## src/hdl/wlbt_pkg.sv

```systemverilog
// Shared types, defaults and helpers for the wireless loss block tracker.
// No dependencies; imported by wireless_loss_block_tracker_top.
package wlbt_pkg;

   // default ring depth
   localparam int unsigned RUN_SLOTS_DEF = 16;

   // sequence number width
   localparam int unsigned SEQ_W = 32;

   typedef logic [SEQ_W-1:0] seq_type;

   // action codes of an input word
   localparam logic ACT_DATA = 1'b0;
   localparam logic ACT_ACK  = 1'b1;

   // signed 32-bit a >= b
   function automatic logic seq_ge(input seq_type a, input seq_type b);
      return $signed(a) >= $signed(b);
   endfunction

endpackage

```

## src/hdl/wireless_loss_block_tracker_top.sv

```systemverilog
// Wireless loss block tracker: ring of unacked sequence runs, loss mark on acks.
// Depends on wlbt_pkg (types, action codes, signed compare).
//
// Data words pass through the data states and acks through the ack states, then
// ST_RESP raises rsp_strobe; an ack that frees runs walks them one ring slot per
// cycle through a single registered read port. busy is high until the strobe cycle,
// so one word is in flight at a time. The strobe lasts one cycle.
// Synchronous active-high reset: tracker empty, last seq/ack all ones, ring reads 0.
module wireless_loss_block_tracker_top #(
   parameter int unsigned RUN_SLOTS = wlbt_pkg::RUN_SLOTS_DEF
) (
   input  logic              clock,
   input  logic              reset,
   input  logic              start,
   output logic              busy,
   input  logic              req_action,
   input  wlbt_pkg::seq_type req_seq_number,
   output logic              rsp_strobe,
   output logic              rsp_mark_loss,
   output logic              rsp_tracker_empty
);
   import wlbt_pkg::*;

   localparam int unsigned IDX_W = (RUN_SLOTS > 1) ? $clog2(RUN_SLOTS) : 1;
   typedef logic [IDX_W-1:0] idx_type;
   localparam idx_type LAST_IDX = idx_type'(RUN_SLOTS - 1);

   typedef enum logic [3:0] {
      ST_IDLE,
      ST_DATA_DEC,
      ST_DATA_EXT,
      ST_DATA_NEW,
      ST_DATA_OLD,
      ST_ACK_DEC,
      ST_ACK_REP,
      ST_WALK,
      ST_TRIM,
      ST_ACK_FIN,
      ST_RESP
   } state_type;

   function automatic idx_type ring_next(input idx_type i);
      return (i == LAST_IDX) ? '0 : idx_type'(i + 1'b1);
   endfunction

   function automatic idx_type ring_prev(input idx_type i);
      return (i == '0) ? LAST_IDX : idx_type'(i - 1'b1);
   endfunction

   // control and architectural state
   state_type              state_ff, state_in;
   logic                   act_ff, act_in;
   seq_type                seq_ff, seq_in;
   seq_type                seq_inc_ff, seq_inc_in;
   logic                   alive_ff, alive_in;
   logic                   empty_ff, empty_in;
   idx_type                head_ff, head_in;
   idx_type                tail_ff, tail_in;
   seq_type                last_seen_ff, last_seen_in;
   seq_type                last_ack_ff, last_ack_in;
   idx_type                idx_ff, idx_in;
   seq_type                diff_ff, diff_in;
   logic                   mark_ff, mark_in;
   logic [RUN_SLOTS-1:0]   valid_ff, valid_in;
   logic                   rsp_strobe_ff, rsp_strobe_in;
   logic                   rsp_mark_ff, rsp_mark_in;
   logic                   rsp_empty_ff, rsp_empty_in;

   // run memory and its ports
   seq_type                mem_start [RUN_SLOTS];
   seq_type                mem_count [RUN_SLOTS];
   logic                   rd_en;
   idx_type                rd_addr;
   seq_type                rd_start_raw_ff;
   seq_type                rd_count_raw_ff;
   logic                   rd_vld_ff;
   logic                   wr_en;
   idx_type                wr_addr;
   seq_type                wr_start;
   seq_type                wr_count;
   logic                   ring_clr;

   // read word, zero for a slot never written since the last clear
   seq_type                rd_start;
   seq_type                rd_count;
   seq_type                run_end;
   logic                   ext_hit;
   logic                   old_hit;
   logic                   beyond;

   assign rd_start = rd_vld_ff ? rd_start_raw_ff : '0;
   assign rd_count = rd_vld_ff ? rd_count_raw_ff : '0;
   assign run_end  = rd_start + rd_count - 1'b1;
   assign ext_hit  = (seq_type'(rd_start + rd_count) == seq_ff);
   assign old_hit  = (seq_ff == seq_type'(rd_start - 1'b1));
   assign beyond   = (rd_start > seq_inc_ff);

   // sequencer: next state and memory port control
   always_comb begin
      state_in      = state_ff;
      act_in        = act_ff;
      seq_in        = seq_ff;
      seq_inc_in    = seq_inc_ff;
      alive_in      = alive_ff;
      empty_in      = empty_ff;
      head_in       = head_ff;
      tail_in       = tail_ff;
      last_seen_in  = last_seen_ff;
      last_ack_in   = last_ack_ff;
      idx_in        = idx_ff;
      diff_in       = diff_ff;
      mark_in       = mark_ff;
      rsp_strobe_in = 1'b0;
      rsp_mark_in   = rsp_mark_ff;
      rsp_empty_in  = rsp_empty_ff;
      rd_en         = 1'b0;
      rd_addr       = tail_ff;
      wr_en         = 1'b0;
      wr_addr       = head_ff;
      wr_start      = seq_ff;
      wr_count      = seq_type'(1);
      ring_clr      = 1'b0;

      case (state_ff)
         ST_IDLE: begin
            if (start) begin
               act_in     = req_action;
               seq_in     = req_seq_number;
               seq_inc_in = req_seq_number + 1'b1;
               mark_in    = 1'b0;
               if (req_action == ACT_DATA) begin
                  // restart on zero sequence number
                  if (alive_ff && (req_seq_number == '0)) begin
                     ring_clr = 1'b1;
                     head_in  = '0;
                     tail_in  = '0;
                     empty_in = 1'b1;
                  end
                  alive_in = 1'b1;
                  state_in = ST_DATA_DEC;
               end else begin
                  state_in = ST_ACK_DEC;
               end
            end
         end

         ST_DATA_DEC: begin
            if (empty_ff && seq_ge(seq_ff, last_ack_ff)) begin
               // first run of an empty ring
               wr_en        = 1'b1;
               wr_addr      = head_ff;
               wr_start     = seq_ff;
               wr_count     = seq_type'(1);
               tail_in      = head_ff;
               head_in      = ring_next(head_ff);
               last_seen_in = seq_ff;
               empty_in     = 1'b0;
               state_in     = ST_RESP;
            end else if (seq_ge(seq_ff, last_seen_ff)) begin
               last_seen_in = seq_ff;
               rd_en        = 1'b1;
               rd_addr      = ring_prev(head_ff);
               state_in     = ST_DATA_EXT;
            end else begin
               rd_en    = 1'b1;
               rd_addr  = tail_ff;
               state_in = ST_DATA_OLD;
            end
         end

         ST_DATA_EXT: begin
            if (ext_hit) begin
               // newest run grows by one
               wr_en    = 1'b1;
               wr_addr  = ring_prev(head_ff);
               wr_start = rd_start;
               wr_count = rd_count + 1'b1;
               state_in = ST_RESP;
            end else begin
               rd_en    = 1'b1;
               rd_addr  = head_ff;
               state_in = ST_DATA_NEW;
            end
         end

         ST_DATA_NEW: begin
            // open a run at the head, count adds to whatever the slot holds
            wr_en    = 1'b1;
            wr_addr  = head_ff;
            wr_start = seq_ff;
            wr_count = rd_count + 1'b1;
            head_in  = ring_next(head_ff);
            state_in = ST_RESP;
         end

         ST_DATA_OLD: begin
            // oldest run grows backward by one
            if (old_hit) begin
               wr_en    = 1'b1;
               wr_addr  = tail_ff;
               wr_start = seq_ff;
               wr_count = rd_count + 1'b1;
            end
            state_in = ST_RESP;
         end

         ST_ACK_DEC: begin
            if (seq_ff == last_ack_ff) begin
               rd_en    = 1'b1;
               rd_addr  = tail_ff;
               state_in = ST_ACK_REP;
            end else if (!seq_ge(seq_ff, last_ack_ff)) begin
               state_in = ST_RESP;
            end else begin
               idx_in = tail_ff;
               if (tail_ff == head_ff) begin
                  state_in = ST_ACK_FIN;
               end else begin
                  rd_en    = 1'b1;
                  rd_addr  = tail_ff;
                  state_in = ST_WALK;
               end
            end
         end

         ST_ACK_REP: begin
            mark_in  = (head_ff == tail_ff) || beyond;
            state_in = ST_RESP;
         end

         ST_WALK: begin
            if (run_end <= seq_ff) begin
               // whole run covered: free it, fetch the next one
               wr_en    = 1'b1;
               wr_addr  = idx_ff;
               wr_start = '0;
               wr_count = '0;
               idx_in   = ring_next(idx_ff);
               if (ring_next(idx_ff) == head_ff) begin
                  state_in = ST_ACK_FIN;
               end else begin
                  rd_en   = 1'b1;
                  rd_addr = ring_next(idx_ff);
               end
            end else if (seq_ff < rd_start) begin
               mark_in  = beyond;
               state_in = ST_ACK_FIN;
            end else begin
               diff_in  = seq_ff - rd_start;
               state_in = ST_TRIM;
            end
         end

         ST_TRIM: begin
            // count - (ack - start + 1) == count + ~(ack - start)
            wr_en    = 1'b1;
            wr_addr  = idx_ff;
            wr_start = seq_inc_ff;
            wr_count = rd_count + ~diff_ff;
            state_in = ST_ACK_FIN;
         end

         ST_ACK_FIN: begin
            tail_in     = idx_ff;
            last_ack_in = seq_ff;
            if (idx_ff == head_ff) begin
               empty_in = 1'b1;
            end
            state_in = ST_RESP;
         end

         ST_RESP: begin
            rsp_strobe_in = 1'b1;
            rsp_mark_in   = mark_ff;
            rsp_empty_in  = empty_ff;
            state_in      = ST_IDLE;
         end

         default: begin
            state_in = ST_IDLE;
         end
      endcase
   end

   // valid bits: cleared on restart, set by any write
   always_comb begin
      valid_in = ring_clr ? '0 : valid_ff;
      if (wr_en) begin
         valid_in[wr_addr] = 1'b1;
      end
   end

   // state and registered outputs
   always_ff @(posedge clock) begin
      act_ff      <= act_in;
      seq_ff      <= seq_in;
      seq_inc_ff  <= seq_inc_in;
      idx_ff      <= idx_in;
      diff_ff     <= diff_in;
      mark_ff     <= mark_in;
      rsp_mark_ff <= rsp_mark_in;
      rsp_empty_ff <= rsp_empty_in;
      if (reset) begin
         state_ff      <= ST_IDLE;
         alive_ff      <= 1'b0;
         empty_ff      <= 1'b1;
         head_ff       <= '0;
         tail_ff       <= '0;
         last_seen_ff  <= '1;
         last_ack_ff   <= '1;
         valid_ff      <= '0;
         rsp_strobe_ff <= 1'b0;
      end else begin
         state_ff      <= state_in;
         alive_ff      <= alive_in;
         empty_ff      <= empty_in;
         head_ff       <= head_in;
         tail_ff       <= tail_in;
         last_seen_ff  <= last_seen_in;
         last_ack_ff   <= last_ack_in;
         valid_ff      <= valid_in;
         rsp_strobe_ff <= rsp_strobe_in;
      end
   end

   // run memory: one write port, one registered read port
   always_ff @(posedge clock) begin
      if (wr_en) begin
         mem_start[wr_addr] <= wr_start;
         mem_count[wr_addr] <= wr_count;
      end
      if (rd_en) begin
         rd_start_raw_ff <= mem_start[rd_addr];
         rd_count_raw_ff <= mem_count[rd_addr];
         rd_vld_ff       <= valid_ff[rd_addr];
      end
   end

   assign busy              = (state_ff != ST_IDLE);
   assign rsp_strobe        = rsp_strobe_ff;
   assign rsp_mark_loss     = rsp_mark_ff;
   assign rsp_tracker_empty = rsp_empty_ff;

   // checks
   a_strobe_idle: assert property (@(posedge clock) disable iff (reset)
      rsp_strobe |-> !busy)
      else $error("result strobe while sequencer busy");

   a_start_busy: assert property (@(posedge clock) disable iff (reset)
      (start && !busy) |=> busy)
      else $error("accepted word did not raise busy");

   a_data_no_mark: assert property (@(posedge clock) disable iff (reset)
      (rsp_strobe && (act_ff == ACT_DATA)) |-> !rsp_mark_loss)
      else $error("loss mark on a data word");

   a_walk_live: assert property (@(posedge clock) disable iff (reset)
      (state_ff == ST_WALK) |-> (idx_ff != head_ff))
      else $error("ack walk reached the head slot");

endmodule

```

## config.mk

```make
export PLATFORM = sky130hd
export DESIGN_NAME = wireless_loss_block_tracker_top
export DESIGN_NICKNAME = d
export VERILOG_FILES = /design/src/hdl/wlbt_pkg.sv /design/src/hdl/wireless_loss_block_tracker_top.sv
export SDC_FILE = /design/constraint.sdc
export NUM_CORES = 2
export LEC_CHECK = 0
export BUFFER_PORTS_ARGS = -buffer_cell sky130_fd_sc_hd__buf_2
export CAP_MARGIN = 20
export CORE_MARGIN = 5
export CORE_UTILIZATION = 60
export CTS_BUF_LIST = sky130_fd_sc_hd__clkbuf_16
export CTS_CLUSTER_SIZE = 10
export DETAILED_ROUTE_END_ITERATION = 7
export PLACE_DENSITY_LB_ADDON = 0.05
export SYNTH_ARGS = -nofsm -noshare
export SYNTH_HDL_FRONTEND = slang
export SYNTH_SLANG_ARGS = --single-unit
export TNS_END_PERCENT = 1
```

## constraint.sdc

```tcl
create_clock -name clock -period 16.2 [get_ports clock]
set_clock_uncertainty 0.15 [all_clocks]
set_input_delay 3.24 -clock clock [delete_from_list [all_inputs] [get_ports clock]]
set_output_delay 3.24 -clock clock [all_outputs]
set_load 0.05 [all_outputs]
```

; After elaboration in Yosys (flattened, before gate mapping)
; Memories as Yosys holds them, arrays and structs flattened. A register that Yosys moved wholly into a read port is not among the register bits.
; Index checks and enable logic that the tools add are counted.
[totals]
memories = 2
word_cells = 180
reg_bits = 199
in_bits = 36
out_inout_bits = 4
mem_bits_rw = 1024
latchBits = 0
romBits = 0
[mem_list]
columns = memory, words, word_bits, rd, rd_clocked_by_memory_dff, write_ports, line_no
row1 = mem_count, 16, 32, 1, 1, 1, wireless_loss_block_tracker_top.sv:71  ; seq_type mem_count [RUN_SLOTS];
row2 = mem_start, 16, 32, 1, 1, 1, wireless_loss_block_tracker_top.sv:70  ; seq_type mem_start [RUN_SLOTS];
[classes]
div = 0
magnitude_cmp = 8
addsub = 10
shift = 0
eq_ne = 30
mul = 0
n_mux = 83
bitwise_logic = 5
n_reduce_logical = 25
[op_table]
columns = operator, n
row1 = 2-to-1 mux 32 bit, 8
row2 = case mux 32 bit (5 select lines), 1
row3 = 2-to-1 mux 4 bit, 27
row4 = equality test 32 bit, 3
row5 = case mux 32 bit (3 select lines), 1
row6 = "adder 32 x 1 -> 32 bit, second input constant", 2
row7 = adder 32 bit, 2
row8 = greater-or-equal comparator 32 bit, 2
row9 = "subtractor 32 x 1 -> 32 bit, second input constant", 2
row10 = case mux 4 bit (3 select lines), 3
row11 = greater-than comparator 32 bit, 1
row12 = less-or-equal comparator 32 bit, 1
row13 = zero test 32 bit, 1
row14 = less-than comparator 32 bit, 1
row15 = 2-to-1 mux 16 bit, 2
row16 = NOT 32 bit, 1
row17 = subtractor 32 bit, 1
row18 = 2-to-1 mux 1 bit, 30
row19 = case mux 4 bit (7 select lines), 1
row20 = "equality test 4 bit, second input constant", 5
row21 = "!= test 2 bit, second input constant", 10
row22 = "equality test 4 x 3 -> 1 bit, second input constant", 4
row23 = equality test 4 bit, 4
row24 = bitwise OR 16 bit, 1
row25 = 29 further kinds, 47

; Depth between registers and ports, before layout
[depth]
depth_word = 12
depth_mapped = 48

; Worst setup path after synthesis
; OpenSTA, ideal clock, no wires.
[synth_path]
path_kind = register -> register
from = reg rd_vld_ff
to = mem mem_count[1][0] (netlist name), enable pin
path_slack_ns = 4.072
arrival_time_ns = 11.492
path_stages_with_launch = 42
t_required_ns = 15.563
cell_sequence = edfxtp_1 -> buf_4 -> buf_4 -> buf_4 -> buf_2 -> buf_2 -> buf_2 -> buf_2 -> buf_2 -> clkbuf_1 -> clkbuf_1 -> clkbuf_1 -> and2_1 -> ha_1 -> clkbuf_1 -> and2_1 -> nand4_1 -> or3_1 -> (+6 left out) -> nor4_2 -> inv_1 -> or3_1 -> xnor2_1 -> ha_1 -> and4_1 -> a221o_1 -> a221oi_1 -> o22ai_1 -> nor2_1 -> nor2_1 -> a221oi_1 -> o211ai_1 -> a21oi_1 -> a21oi_1 -> or2_2 -> buf_2 -> nor2_1
[synth_between]
elab_chain_len = 8
[synth_lines]
columns = element, line_no
row1 = start: declaration, wireless_loss_block_tracker_top.sv:76  ; logic rd_vld_ff;
row2 = start signal: assignment, wireless_loss_block_tracker_top.sv:335  ; rd_vld_ff <= valid_ff[rd_addr];
row3 = "2-to-1 mux 32 bit, on equally long branches", "wireless_loss_block_tracker_top.sv:91, wireless_loss_block_tracker_top.sv:92"
row4 = adder 32 bit, "wireless_loss_block_tracker_top.sv:93, wireless_loss_block_tracker_top.sv:94"
row5 = subtractor 32 x 1 -> 32 bit, wireless_loss_block_tracker_top.sv:93  ; assign run_end = rd_start + rd_count - 1'b1;
row6 = less-or-equal comparator 32 bit, wireless_loss_block_tracker_top.sv:232  ; if (run_end <= seq_ff) begin
row7 = 2-to-1 mux 1 bit, wireless_loss_block_tracker_top.sv:232
row8 = case mux 1 bit (5 select lines), wireless_loss_block_tracker_top.sv:124  ; case (state_ff)
row9 = 2-to-1 mux 1 bit, wireless_loss_block_tracker_top.sv:328  ; if (wr_en) begin
row10 = 2-to-1 mux 1 bit (not written as such), wireless_loss_block_tracker_top.sv:330  ; mem_count[wr_addr] <= wr_count;
row11 = end: declaration, wireless_loss_block_tracker_top.sv:71
; Parallel ways exist; a longest one is shown, timed or not.

; Worst setup path after layout
[layout_path]
from = reg rd_vld_ff
to = reg rd_count_raw_ff[29], read port of mem_count (data pin)
[layout_between]
elab_chain_len = 6
[layout_lines]
columns = element, line_no
row1 = "2-to-1 mux 32 bit, on equally long branches", "wireless_loss_block_tracker_top.sv:91, wireless_loss_block_tracker_top.sv:92"
row2 = adder 32 bit *, "wireless_loss_block_tracker_top.sv:93, wireless_loss_block_tracker_top.sv:94"
row3 = subtractor 32 x 1 -> 32 bit, wireless_loss_block_tracker_top.sv:93
row4 = less-or-equal comparator 32 bit, wireless_loss_block_tracker_top.sv:232
row5 = 2-to-1 mux 1 bit or 2-to-1 mux 4 bit (tied branches), wireless_loss_block_tracker_top.sv:232
row6 = case mux 1 bit (4 select lines) or case mux 4 bit (3 select lines) (tied branches), wireless_loss_block_tracker_top.sv:124
row7 = end: declaration, wireless_loss_block_tracker_top.sv:75  ; seq_type rd_count_raw_ff;
; Every way passes the cells marked *; elsewhere a longest branch is shown, timed or not.
; A chain may end at the register's enable or synchronous reset.

==> metrics.md <==
| Metric | Value |
|---|---|
| LEAKAGE | `0.0272 uW` |
| Slowest library cell on the worst path | `buf_4` |
| Status | `finished clean` |
| Min Clock Period, post-route | `12.07 ns` |
| Worst-Skew Late Latency | `0.76 ns` |
| Nets | `5378` |
| Final count of hold timing violations | `0` |
| Fin crit share | `0.745` |
| Drt via density | `6.48` |
| Pre-antenna DRT Iters | `6` |
| Clock transition at the registers of the reported paths | `0.06 ns` |
| Post-route ant nets | `0` |
| Rows | `120` |
| Most used cell, CP | `or3_1` |
| Drt initial violations | `4057` |
| Top FF cell, synth | `edfxtp_1` |
| Distinct cells, synth | `97` |
| DRC errors left | `0` |
| Syn_nets | `5316` |
| Global Route Usage Sum | `0.315` |
| Sequential share of the synthesized area | `0.588` |
| CP max FO | `101` |
| CTS tree | `built` |
| Clk root buf | `clkbuf_16` |
| Core area | `107000 um2` |
| Critical Path RT | `16.56 ns` |
| Clock Tree Buf Depth | `3` |
| Pwr/cell area | `226 nW/um2` |
| Hold Path Class | `reg2reg` |
| Setup violators final | `0` |
| Vias | `42.7k` |
| Max_cap viols | `0` |
| Sink Count | `1287` |
| VDD IR max | `0.000154 V` |
| Synthesis-to-finish area growth | `9.35%` |
| Cell Area, Synth | `64100 um2` |
| Slew @ Worst Pin | `1.19 ns` |
| Commonest non-fill, non-tap cells in the layout | `edfxtp_1 (1192), mux2i_1 (602), nand2_1 (499)` |
| Pwr Total | `15800 uW` |
| DP HPWL | `114000 um` |
| CTS buffer count | `150` |
| DP Worst Slack | `4.35 ns` |
| Fill cells | `8011` |
| Post-synth top area share | `0.558` |
| Async SR Flop Fraction | `0` |
| Critical Path AT | `12.42 ns` |
| Startpoint Class | `flip-flop` |
| CP peak stage delay | `0.92 ns` |
| H-tree depth | `4` |
| Unrepaired setup endpoints after global routing | `false` |
| Final Max Tran Viols | `0` |
| I/O Buffers | `39` |
| DIE AREA | `113000 um2` |
| Routed wire length | `181000 um` |
| Largest net degree at the start of global routing | `136` |
| Worst setup EP type | `flip-flop` |
| Layout cell share with drive strength beyond 1 | `0.0942` |
| Final WS setup | `4.13 ns` |
| CTS Hold Bufs | `0` |
| Cts repair resizes | `0` |
| Critical path class | `reg2reg` |
| Syn avg cell area | `12.6 um2` |
| Number of synthesized register bits | `1287` |
| Synth warnings | `0` |
| Initial core utilization | `0.601` |
| Die X | `337 um` |
| Post-CTS Setup Bufs | `0` |
| First-pass GRT wire length | `264000 um` |
| Number of synthesized flops with an enable pin | `1192` |
| Most common cell after layout, fill and taps aside | `edfxtp_1` |
| # IOs | `40` |
| Fmax | `82.9 MHz` |
| GR Overflow Total | `0` |
| Vias in the first global route | `40.2k` |
| Setup TNS | `0 ns` |
| Syn Inst Count | `5073` |
| Initial antenna violation count | `4` |
| Routed len/inst | `27.4 um` |
| Hold slack final | `0.279 ns` |
| Slew headroom | `0.207` |
| Die H | `337 um` |
| Placer Congestion | `1.01` |
| Final Core Density | `0.658` |
| Synth area leader | `edfxtp_1` |
| Synth top area cells | `edfxtp_1 (56%), mux2i_1 (9.4%), ha_1 (4.0%)` |
-- stage by stage --
stage / std cells / area (um2)
floorplan: 5073 / 64100
global placement: 6355 / 65700
detailed placement: 6367 / 65800
CTS: 6566 / 70000
global route: 6585 / 70100
finish: 6586 / 70100
-- cells by family after synthesis --
| logic type | share of synthesized area |
|---|---|
| buffers and inverters | 0.0363 |
| and+or+nand+nor | 0.0975 |
| adders and majority gates | 0.0407 |
| AOI/OAI and AO/OA | 0.102 |
| DFF | 0.588 |
| xor gates and xnor gates | 0.0401 |
| muxes | 0.0952 |
-- critical path, delay by kind of cell, from the launching register on --
| kind | cells | cell delay (ns) |
|---|---|---|
| simple gates | 13 | 4.29 |
| buf+inv | 6 | 2.82 |
| compound gates | 8 | 2.36 |
| mux | 3 | 0.66 |
| fa+ha+maj | 2 | 0.60 |
| flops | 1 | 0.32 |
| xor+xnor | 2 | 0.30 |
-- where the power goes --
part,leakage [uW],internal [uW],switching (uW),total (uW)
logic,0.0135,2840,5020,7860
clock network,0.00212,1690,1260,2950
registers,0.0117,4620,414,5030
-- sequential cells by signal, indices dropped and copies added (netlist names) --
| signal | cells |
|---|---|
| tail_ff | 4 |
| state_ff | 4 |
| valid_ff | 16 |
| alive_ff | 1 |
| last_ack_ff | 32 |
| seq_inc_ff | 32 |
| mark_ff | 1 |
| rd_count_raw_ff | 32 |
| idx_ff | 4 |
| diff_ff | 32 |
| head_ff | 4 |
| mem_count | 512 |
| mem_start | 512 |
| rsp_mark_loss | 1 |
| rd_vld_ff | 1 |
| rsp_tracker_empty | 1 |
| rsp_strobe | 1 |
| seq_ff | 32 |
| last_seen_ff | 32 |
| rd_start_raw_ff | 32 |
| empty_ff | 1 |
-- final timing paths --
path / from / to / slack [ns] / cells past startpoint
setup reg to reg: rd_vld_ff / rd_count_raw_ff[29] / 4.13 / 34
setup / recovery: rd_vld_ff / rd_count_raw_ff[29] / 4.13 / 34
hold / removal: mark_ff / rsp_mark_loss / 0.28 / 0
hold reg to reg: mark_ff / rsp_mark_loss / 0.28 / 0
-- layout make-up --
type	instances	area, um2	area share
Sequential cell	1287	37700	0.538
Inverter	238	893	0.0127
Timing Repair Buffer	173	1240	0.0178
Antenna cell	1	2.50	0.0000357
Multi-Input combinational cell	3285	24300	0.347
Tap cell	1403	1760	0.0250
Clock inverter	47	363	0.00518
Clock buffer	152	3800	0.0543
-- synthesized netlist by cell type (all sizes together) (40+ instances only) --
library cell,number
xnor2,172
xor2,92
nand4,51
and2,40
o21ai,181
a21oi,207
clkbuf,109
nand3,92
dfxtp,95
mux2i,602
a22o,72
nor2,189
edfxtp,1192
inv,234
nor3,121
a22oi,83
buf,154
nand2,502
ha,206
a21o,47
nor4,41
o211ai,53
-- per-layer routing --
| layer | share of wire | wire length [um] | global-route usage | vias to the layer above |
|---|---|---|---|---|
| li1 | - | - | - | 19200 |
| met1 | 0.41 | 74800 | 0.439 | 21200 |
| met2 | 0.47 | 84500 | 0.504 | 1858 |
| met3 | 0.077 | 13800 | 0.0487 | 384 |
| met4 | 0.042 | 7520 | 0.125 | 4 |
| met5 | 0.00014 | 25 | 0 | - |
No activity file was read; power rests on OpenSTA's default activity.
